--- config.mk ---
export PLATFORM = sky130hd
export DESIGN_NAME = fifo_queue_with_sorted_insert
export DESIGN_NICKNAME = d
export VERILOG_FILES = /design/src/rtl/core/fqsi_pkg.sv /design/src/rtl/core/fqsi_ram.sv /design/src/rtl/core/fqsi_ctrl.sv /design/src/rtl/core/fifo_queue_with_sorted_insert.sv
export SDC_FILE = /design/constraint.sdc
export NUM_CORES = 1
export LEC_CHECK = 0
export BUFFER_PORTS_ARGS = -buffer_cell sky130_fd_sc_hd__buf_2
export CAP_MARGIN = 20
export CORE_ASPECT_RATIO = 0.7
export CORE_UTILIZATION = 50
export DETAILED_ROUTE_END_ITERATION = 6
export PLACE_DENSITY = 0.69
export SLEW_MARGIN = 15
export SYNTH_ARGS = -nofsm -noshare
export SYNTH_HDL_FRONTEND = slang
export SYNTH_HIERARCHICAL = 1
export SYNTH_SLANG_ARGS = --single-unit
--- constraint.sdc ---
create_clock -name clk -period 5 [get_ports clk]
set_input_delay 0.75 -clock clk [delete_from_list [all_inputs] [get_ports clk]]
set_output_delay 0.75 -clock clk [all_outputs]
set_load 0.03 [all_outputs]
--- src/rtl/core/fqsi_pkg.sv ---
package fqsi_pkg;

  localparam int DEPTH  = 16;
  localparam int AW     = $clog2(DEPTH);
  localparam int CW     = $clog2(DEPTH + 1);
  localparam int WORD_W = 32;

  typedef enum logic [2:0] {
    OP_PUSH   = 3'd0,
    OP_POP    = 3'd1,
    OP_PEEK   = 3'd2,
    OP_INSERT = 3'd3,
    OP_CLEAR  = 3'd4
  } op_t;

  typedef enum logic [1:0] {
    STAT_OK        = 2'd0,
    STAT_UNDERFLOW = 2'd1,
    STAT_OVERFLOW  = 2'd2
  } status_t;

  typedef enum logic [2:0] {
    S_IDLE,
    S_EXEC,
    S_READ,
    S_SCAN,
    S_PLACE,
    S_RESULT
  } state_t;

  typedef struct packed {
    logic              wr_en;
    logic [AW-1:0]     wr_addr;
    logic [WORD_W-1:0] wr_data;
    logic              rd_en;
    logic [AW-1:0]     rd_addr;
  } mem_req_t;

  typedef struct packed {
    logic [CW-1:0]            count;
    logic                     empty_res;
    status_t                  status;
    logic signed [WORD_W-1:0] data;
  } result_t;

  // Circular slot arithmetic; both operands below DEPTH.
  function automatic logic [AW-1:0] slot_add(input logic [AW-1:0] base,
                                             input logic [AW-1:0] off);
    logic [AW:0] sum;
    sum = {1'b0, base} + {1'b0, off};
    if (sum >= (AW+1)'(DEPTH)) begin
      sum = sum - (AW+1)'(DEPTH);
    end
    return sum[AW-1:0];
  endfunction

  function automatic logic [AW-1:0] slot_dec(input logic [AW-1:0] base);
    logic [AW-1:0] res;
    if (base == '0) begin
      res = AW'(DEPTH - 1);
    end else begin
      res = base - AW'(1);
    end
    return res;
  endfunction

endpackage

--- src/rtl/core/fqsi_ram.sv ---
module fqsi_ram #(
  parameter int DEPTH_P = 16,
  parameter int WIDTH_P = 32,
  parameter int AW_P    = $clog2(DEPTH_P)
) (
  input  logic               clk,
  input  logic               wr_en,
  input  logic [AW_P-1:0]    wr_addr,
  input  logic [WIDTH_P-1:0] wr_data,
  input  logic               rd_en,
  input  logic [AW_P-1:0]    rd_addr,
  output logic [WIDTH_P-1:0] rd_data
);

  logic [WIDTH_P-1:0] mem [DEPTH_P];

  always_ff @(posedge clk) begin
    if (wr_en) begin
      mem[wr_addr] <= wr_data;
    end
  end

  always_ff @(posedge clk) begin
    if (rd_en) begin
      rd_data <= mem[rd_addr];
    end
  end

endmodule

--- src/rtl/core/fqsi_ctrl.sv ---
module fqsi_ctrl (
  input  logic                                  clk,
  input  logic                                  rst_n,
  input  logic                                  cmd_valid,
  output logic                                  cmd_ready,
  input  fqsi_pkg::op_t                         cmd_op,
  input  logic signed [fqsi_pkg::WORD_W-1:0]    cmd_word,
  output fqsi_pkg::mem_req_t                    mem_req,
  input  logic [fqsi_pkg::WORD_W-1:0]           mem_rd_data,
  output logic                                  res_valid,
  input  logic                                  res_ready,
  output fqsi_pkg::result_t                     res
);

  fqsi_pkg::state_t                      state_r, state_nxt;
  logic [fqsi_pkg::AW-1:0]               head_r, head_nxt;
  logic [fqsi_pkg::CW-1:0]               count_r, count_nxt;
  logic [fqsi_pkg::CW-1:0]               idx_r, idx_nxt;
  fqsi_pkg::op_t                         op_r;
  logic signed [fqsi_pkg::WORD_W-1:0]    word_r;
  logic signed [fqsi_pkg::WORD_W-1:0]    data_r, data_nxt;
  fqsi_pkg::status_t                     status_r, status_nxt;

  logic                          full;
  logic                          empty;
  logic                          rd_less;
  logic                          scan_last;
  logic [fqsi_pkg::AW-1:0]       head_dec;
  logic [fqsi_pkg::AW-1:0]       idx_slot;
  logic [fqsi_pkg::CW-1:0]       idx_inc;

  assign full      = (count_r == fqsi_pkg::CW'(fqsi_pkg::DEPTH));
  assign empty     = (count_r == '0);
  assign head_dec  = fqsi_pkg::slot_dec(head_r);
  assign idx_slot  = idx_r[fqsi_pkg::AW-1:0];
  assign idx_inc   = idx_r + fqsi_pkg::CW'(1);
  assign rd_less   = ($signed(mem_rd_data) < word_r);
  assign scan_last = (idx_inc == count_r);

  // next state
  always_comb begin
    state_nxt = state_r;
    unique case (state_r)
      fqsi_pkg::S_IDLE: begin
        if (cmd_valid) state_nxt = fqsi_pkg::S_EXEC;
      end
      fqsi_pkg::S_EXEC: begin
        state_nxt = fqsi_pkg::S_RESULT;
        case (op_r)
          fqsi_pkg::OP_POP, fqsi_pkg::OP_PEEK: begin
            if (!empty) state_nxt = fqsi_pkg::S_READ;
          end
          fqsi_pkg::OP_INSERT: begin
            if (!full && !empty) state_nxt = fqsi_pkg::S_SCAN;
          end
          default: ;
        endcase
      end
      fqsi_pkg::S_READ:  state_nxt = fqsi_pkg::S_RESULT;
      fqsi_pkg::S_SCAN: begin
        if (!rd_less) begin
          state_nxt = fqsi_pkg::S_RESULT;
        end else if (scan_last) begin
          state_nxt = fqsi_pkg::S_PLACE;
        end
      end
      fqsi_pkg::S_PLACE:  state_nxt = fqsi_pkg::S_RESULT;
      fqsi_pkg::S_RESULT: begin
        if (res_ready) state_nxt = fqsi_pkg::S_IDLE;
      end
      default: state_nxt = fqsi_pkg::S_IDLE;
    endcase
  end

  // outputs and datapath
  always_comb begin
    cmd_ready  = 1'b0;
    res_valid  = 1'b0;
    mem_req    = '0;
    head_nxt   = head_r;
    count_nxt  = count_r;
    idx_nxt    = idx_r;
    data_nxt   = data_r;
    status_nxt = status_r;
    unique case (state_r)
      fqsi_pkg::S_IDLE: cmd_ready = 1'b1;
      fqsi_pkg::S_EXEC: begin
        data_nxt   = '0;
        status_nxt = fqsi_pkg::STAT_OK;
        idx_nxt    = '0;
        case (op_r)
          fqsi_pkg::OP_PUSH: begin
            if (full) begin
              status_nxt = fqsi_pkg::STAT_OVERFLOW;
            end else begin
              mem_req.wr_en   = 1'b1;
              mem_req.wr_addr = fqsi_pkg::slot_add(head_r, count_r[fqsi_pkg::AW-1:0]);
              mem_req.wr_data = word_r;
              count_nxt       = count_r + fqsi_pkg::CW'(1);
            end
          end
          fqsi_pkg::OP_POP, fqsi_pkg::OP_PEEK: begin
            if (empty) begin
              status_nxt = fqsi_pkg::STAT_UNDERFLOW;
            end else begin
              mem_req.rd_en   = 1'b1;
              mem_req.rd_addr = head_r;
            end
          end
          fqsi_pkg::OP_INSERT: begin
            if (full) begin
              status_nxt = fqsi_pkg::STAT_OVERFLOW;
            end else if (empty) begin
              mem_req.wr_en   = 1'b1;
              mem_req.wr_addr = head_dec;
              mem_req.wr_data = word_r;
              head_nxt        = head_dec;
              count_nxt       = fqsi_pkg::CW'(1);
            end else begin
              mem_req.rd_en   = 1'b1;
              mem_req.rd_addr = head_r;
            end
          end
          fqsi_pkg::OP_CLEAR: begin
            head_nxt  = '0;
            count_nxt = '0;
          end
          default: ;
        endcase
      end
      fqsi_pkg::S_READ: begin
        data_nxt = mem_rd_data;
        if (op_r == fqsi_pkg::OP_POP) begin
          head_nxt  = fqsi_pkg::slot_add(head_r, fqsi_pkg::AW'(1));
          count_nxt = count_r - fqsi_pkg::CW'(1);
        end
      end
      fqsi_pkg::S_SCAN: begin
        // fetch the following entry while this one is compared
        mem_req.rd_en   = 1'b1;
        mem_req.rd_addr = fqsi_pkg::slot_add(head_r, idx_inc[fqsi_pkg::AW-1:0]);
        mem_req.wr_en   = 1'b1;
        mem_req.wr_addr = fqsi_pkg::slot_add(head_dec, idx_slot);
        if (rd_less) begin
          mem_req.wr_data = mem_rd_data;
          idx_nxt         = idx_inc;
        end else begin
          mem_req.wr_data = word_r;
          head_nxt        = head_dec;
          count_nxt       = count_r + fqsi_pkg::CW'(1);
        end
      end
      fqsi_pkg::S_PLACE: begin
        mem_req.wr_en   = 1'b1;
        mem_req.wr_addr = fqsi_pkg::slot_add(head_dec, idx_slot);
        mem_req.wr_data = word_r;
        head_nxt        = head_dec;
        count_nxt       = count_r + fqsi_pkg::CW'(1);
      end
      fqsi_pkg::S_RESULT: res_valid = 1'b1;
      default: ;
    endcase
  end

  assign res.data      = data_r;
  assign res.status    = status_r;
  assign res.empty_res = (count_r == '0);
  assign res.count     = count_r;

  always_ff @(posedge clk) begin
    if (!rst_n) begin
      state_r <= fqsi_pkg::S_IDLE;
      head_r  <= '0;
      count_r <= '0;
    end else begin
      state_r <= state_nxt;
      head_r  <= head_nxt;
      count_r <= count_nxt;
    end
  end

  always_ff @(posedge clk) begin
    idx_r    <= idx_nxt;
    data_r   <= data_nxt;
    status_r <= status_nxt;
    if (cmd_valid && cmd_ready) begin
      op_r   <= cmd_op;
      word_r <= cmd_word;
    end
  end

endmodule

--- src/rtl/core/fifo_queue_with_sorted_insert.sv ---
// Bounded queue of signed words with push, pop, peek, clear and sorted insert.
// Operations are handled one item at a time: a new transfer is taken only after the result of
// the last one has been accepted into the output register. A sorted insert walks the entry
// RAM one slot per cycle past the leading entries that are less than the new value.
// Reset (rst_n low, synchronous) empties the queue.
module fifo_queue_with_sorted_insert (
  input  logic        clk,
  input  logic        rst_n,
  input  logic        in_tvalid,
  output logic        in_tready,
  input  logic [39:0] in_tdata,   // operation[2:0], value[34:3], zero pad[39:35]
  output logic        out_tvalid,
  input  logic        out_tready,
  output logic [39:0] out_tdata   // data[31:0], status[33:32], empty_res[34], count[39:35]
);

  fqsi_pkg::mem_req_t                  mem_req;
  logic [fqsi_pkg::WORD_W-1:0]         mem_rd_data;
  logic                                res_valid;
  logic                                res_ready;
  fqsi_pkg::result_t                   res;
  fqsi_pkg::result_t                   out_res_r;
  logic                                out_valid_r;

  fqsi_ctrl u_ctrl (
    .clk         (clk),
    .rst_n       (rst_n),
    .cmd_valid   (in_tvalid),
    .cmd_ready   (in_tready),
    .cmd_op      (fqsi_pkg::op_t'(in_tdata[2:0])),
    .cmd_word    ($signed(in_tdata[34:3])),
    .mem_req     (mem_req),
    .mem_rd_data (mem_rd_data),
    .res_valid   (res_valid),
    .res_ready   (res_ready),
    .res         (res)
  );

  fqsi_ram #(
    .DEPTH_P (fqsi_pkg::DEPTH),
    .WIDTH_P (fqsi_pkg::WORD_W),
    .AW_P    (fqsi_pkg::AW)
  ) u_ram (
    .clk     (clk),
    .wr_en   (mem_req.wr_en),
    .wr_addr (mem_req.wr_addr),
    .wr_data (mem_req.wr_data),
    .rd_en   (mem_req.rd_en),
    .rd_addr (mem_req.rd_addr),
    .rd_data (mem_rd_data)
  );

  // output register: take a new result when empty or being drained
  assign res_ready = !out_valid_r || out_tready;

  always_ff @(posedge clk) begin
    if (!rst_n) begin
      out_valid_r <= 1'b0;
    end else if (res_ready) begin
      out_valid_r <= res_valid;
    end
  end

  always_ff @(posedge clk) begin
    if (res_valid && res_ready) begin
      out_res_r <= res;
    end
  end

  assign out_tvalid = out_valid_r;
  assign out_tdata  = {out_res_r.count, out_res_r.empty_res, out_res_r.status,
                       out_res_r.data};

endmodule
Word level (Yosys, flattened, before mapping)
Memory sizes are Yosys's and may differ from the RTL's. A register that Yosys moved wholly into a read port is not among the register bits.
Cells that the tools add are included.

word-level totals
  logic and storage cells = 119
  output and inout bits = 42
  memories kept = 1
  bits in writable memories = 512
  register bits = 127

cells by class
  equal/unequal tests = 22
  $lt $le $gt $ge = 5
  reduce and logical (&&, ||, !) cells = 21
  multiplexer cells = 45
  $add $sub $neg = 12

memories
  memory     depth  bits a word  read ports  clocked after memory_dff  write ports  line            source
  u_ram.mem  16     32           1           1                         1            fqsi_ram.sv:15  logic [WIDTH_P-1:0] mem [DEPTH_P];

operators by type and width
  operator                                                  count
  case mux 37 bit (3 select lines)                          1
  2-to-1 mux 37 bit                                         2
  case mux 37 bit (2 select lines)                          1
  case mux 32 bit (2 select lines)                          1
  2-to-1 mux 42 bit                                         1
  2-to-1 mux 4 bit                                          9
  2-to-1 mux 5 bit                                          7
  < comparator 32 bit                                       1
  2-to-1 mux 32 bit                                         1
  case mux 5 bit (2 select lines)                           3
  greater-or-equal comparator 5 bit, second input constant  4
  case mux 5 bit (4 select lines)                           1
  subtractor 4 x 1 -> 4 bit, second input constant          5
  2-to-1 mux 3 bit                                          6
  case mux 4 bit (4 select lines)                           1
  adder 4 x 4 -> 5 bit                                      3
  case mux 3 bit (5 select lines)                           1
  case mux 5 bit (3 select lines)                           1
  equality test 3 x 2 -> 1 bit, second input constant       4
  != test 3 bit, second input constant                      4
  adder 5 x 1 -> 5 bit, second input constant               2
  equality test 3 bit, second input constant                3
  case mux 4 bit (2 select lines)                           1
  AND reduction 7 bit                                       1
  25 further kinds                                          41

Logic depth before layout (Yosys ltp)
  depth in word-level cells = 8
  mapped depth = 14
  mapped depth without buffers = 12

Hierarchy
The synthesis kept the hierarchy.

modules (own cells, without submodules)
  module                         area each (µm²)  instances  sequential area each (µm²)  cells an instance
  fqsi_ram                       20,155.6         1          16,335.7                    838
  fqsi_ctrl                      5,256.3          1          2,462.4                     501
  fifo_queue_with_sorted_insert  1,258.7          1          1,221.2                     45

Worst setup path after synthesis
Ideal clock, no wire load.

  kind = reg2reg
  start point = register u_ctrl/head_r[1] in the netlist's numbering
  end point = memory u_ram.mem[0][0], enable pin
  data required time = 4,539 ps
  data arrival time = 4,607 ps
  stages on the path, launching flop included = 12
  setup slack = -68 ps
  library setup time = 461 ps
  buffers on the path = 0
  cell sequence = dfxtp_1 > inv_1 > ha_1 > inv_1 > ha_1 > a21o_1 > a21oi_1 > xnor2_1 > xnor2_1 > o22ai_1 > or3b_2 > nor3_1

RTL lines
  element                 line              source
  from (decl)             fqsi_ctrl.sv:16   logic [fqsi_pkg::AW-1:0] head_r, head_nxt;
  from (signal assigned)  fqsi_ctrl.sv:177  head_r <= head_nxt;
  to (decl)               fqsi_ram.sv:15

==> results.yml <==
global_route:
  grt_usage_pct: 21.8
  grt_max_degree: 85
  grt_pass1_vias: 13600
  grt_antenna_before_repair: 0
  grt_overflow_total: 0
  grt_pass1_wl_um: 86700
logic_synthesis:
  postSynth.asyncResetShare_pct: 0
  ys.flop_type: "edfxtp_1"
  syn_nets: 1476
  synth_warnings: 6
  netlist_instances: 1384
  synth-seq-area-share_pct: 75.1
  yosysUniqueCellTypes: 62
  syn_avg_cell_area_um2: 19.3
  synth_edf_count: 658
  ys_ff_latch: 671
  synth_area_um2: 26700
run:
  maxCapViolations: 0
clock_tree:
  h-tree-depth: 3
  cts_root_buf: "clkbuf_16"
  post_cts_buffers: 0
  clock_latency_ps: 600
  clockBufferDepth: 3
  cts_hold_buf: 0
  clk_pin_slew_worst_paths_ps: 60
  cts.sinks: 671
  cts-resized-gates: 0
  cts-buffers-inserted: 67
  cts_tree: "done"
power:
  fin_total_pwr_uw: 13200
  p_seq_share_pct: 51.6
  power_frac_comb_pct: 11.8
  switching_share_pct: 24.1
  p_clk_share_pct: 36.6
  p_leak_uw: 0.0101
  cell_internal_pwr_uw: 10000
  p_sw_uw: 3190
  power_density_nw_per_um2: 435
  ir_drop_mv: 0.242
timing:
  skew_ps: 24.2
  clock.fmax_ghz: 0.240
  final_hold_viol_count: 0
  slew_headroom_pct: 26.9
  fin_setup_tns_ps: 0
  finalCritPeriodShare_pct: 83.5
  final-setup-viol-count: 0
  worst_slew_pin_slew_ps: 1100
  slew_violations: 0
  min_period_ps: 4170
  rsz0062_at_grt: "no"
worst_setup_path:
  path_max_fanout: 19
  cpLargestDelayFamily: "simple AND/OR/NAND/NOR gates"
  worst_ep_arrival_time_ps: 4450
  critPathKind: "flop to flop"
  cp_slowest_cell: "or3b_2"
  crit_path_start_kind: "flop"
  end_kind: "flop"
  path_cells: "inv_1 -> ha_1 -> inv_1 -> ha_1 -> a21o_1 -> a21oi_1 -> xnor2_1 -> xnor2_1 -> o22ai_1 -> or3b_2 -> nor2_4 -> buf_12"
  required_ps: 5280
  path_buf_inv: 3
  slowest_delay_ps: 630
final_layout:
  nNetsFinal: 1597
  seqCellArea_um2: 20000
  drive_above_1_share_pct: 24.2
  n_antenna_cell: 0
  fill_cells: 3782
  areaGrowthSynthToFinish_pct: 13.9
  final_area_um2: 30400
  multi_input_area_um2: 6320
die:
  coreArea_um2: 52500
  chipWidth_um: 278
  dieHeight_um: 195
  start_util_pct: 50.8
  die-area_um2: 54300
  ios: 86
  rows: 70
detailed_routing:
  drt-wirelength-per-cell_um: 25.8
  drc: 0
  drt-initial-drc-count: 1697
  routed_wirelength_um: 57700
  via_per_inst: 6.05
  vias: 13500
  route.met2.wl_um: 27200
  met1Wirelength_um: 25000
  drtPass1Iterations: 5
  ant_nets: 0
  dr_wl_met3_um: 4560
  topRoutingLayerUsed: "met4"
min_path:
  hold_class: "input port to flop"
status:
  outcome: "finished, final reports clean"
placement:
  gp_congestion: 0.840
  dpl_cell_area_um2: 28200
  port_buffers: 80
  dpl.hpwl_um: 31700
## cell families after synthesis
| logic type | share of synthesized area (%) |
|---|---|
| compound gates | 5.15 |
| xor+xnor | 0.793 |
| fa+ha+maj | 2.34 |
| buf+inv | 1.97 |
| flops | 75.1 |
| mux | 11.0 |
| simple gates | 3.73 |
## stage by stage
| step | hold WS (ps) | setup WS, ps | std cells | utilization, % |
|---|---|---|---|---|
| 2_1_floorplan | 400 | 196 | 1384 | - |
| 3_3_place_gp | 403 | 773 | 2119 | 53.8 |
| 3_5_place_dp | 405 | 704 | 2119 | 53.8 |
| 4_1_cts | 296 | 675 | 2238 | 57.8 |
| 5_1_grt | 300 | 633 | 2239 | 57.9 |
| 6_report | 325 | 827 | 2239 | 57.9 |
## power groups by stage
stage | sequential [uW] | combinational (uW) | clock (uW)
6_report | 6810 | 1550 | 4840
4_1_cts | 6810 | 1550 | 4930
5_1_grt | 6840 | 1690 | 5120
3_3_place_gp | 6920 | 1500 | 0
3_5_place_dp | 6930 | 1540 | 0
2_1_floorplan | 6890 | 1030 | 0
## cells in the mapped netlist, drive strengths merged (5+ instances only)
| cell type | count | area, um2 |
|---|---|---|
| a211oi | 7 | 52.6 |
| a21o | 5 | 37.5 |
| a21oi | 35 | 194 |
| a22o | 31 | 272 |
| a22oi | 69 | 518 |
| and2 | 38 | 243 |
| buf | 35 | 213 |
| clkbuf | 31 | 116 |
| dfxtp | 13 | 260 |
| edfxtp | 658 | 19800 |
| ha | 45 | 563 |
| inv | 52 | 195 |
| mux4 | 128 | 2880 |
| nand2 | 66 | 248 |
| nand2b | 6 | 45.0 |
| nand3 | 15 | 75.1 |
| nand4 | 6 | 37.5 |
| nor2 | 39 | 146 |
| nor3 | 11 | 60.1 |
| o21ai | 22 | 114 |
| o22ai | 5 | 31.3 |
| xnor2 | 12 | 124 |
| xor2 | 10 | 87.6 |
## state kept, by name, summed over array words and instances, names as in the netlist
register / count
out_tdata: 40
out_tvalid: 1
u_ctrl/count_r: 5
u_ctrl/data_r: 32
u_ctrl/head_r: 4
u_ctrl/idx_r: 5
u_ctrl/op_r: 3
u_ctrl/state_r: 3
u_ctrl/status_r: 2
u_ctrl/word_r: 32
u_ram/mem: 512
u_ram/rd_data: 32
## metal layers
layer  vias to the layer above  global-route usage (%)
met5                         -                       0
met4                         0                    4.75
met3                        82                    4.02
met2                       569                    34.1
met1                      7044                    32.1
li1                       5850                       -
## path summary, 6_finish.rpt
| check | from | end | slack, ps | cells after the start |
|---|---|---|---|---|
| max | u_ctrl/head_r[1] | u_ram/mem[1][1] | 830 | 12 |
| min | in_tdata[16] | u_ctrl/word_r[13] | 320 | 1 |
| max reg2reg | u_ctrl/head_r[1] | u_ram/mem[1][1] | 830 | 12 |
| min reg2reg | u_ctrl/data_r[14] | out_tdata[14] | 420 | 0 |
## cells in the final DEF, fill, tap and decap left out, types with 5 or more instances in the layout
cell type,instances
edfxtp_1,658
mux4_2,128
buf_2,80
clkbuf_16,71
a22oi_1,69
nand2_1,65
inv_1,52
ha_1,45
and2_1,35
a21oi_1,32
a22o_1,31
nor2_1,25
buf_4,24
clkinv_1,19
nand3_1,15
o21ai_0,14
nor2_4,14
dfxtp_1,13
buf_12,13
xnor2_1,11
xor2_1,10
clkinv_2,9
clkbuf_1,9
a211oi_1,7
nor3_1,6
nand4_1,6
o21ai_1,6
nand2b_1,5
a21o_1,5
## area by class of cell
cell class              instances  share of cell area (%)
repair buffers                118                    2.86
inverters                      52                   0.643
clock inverters                37                   0.910
multi-input cells             595                    20.8
clock buffers                  82                    6.05
well taps                     684                    2.82
flip-flops and latches        671                    65.9
(Power assumes the default switching activity.)
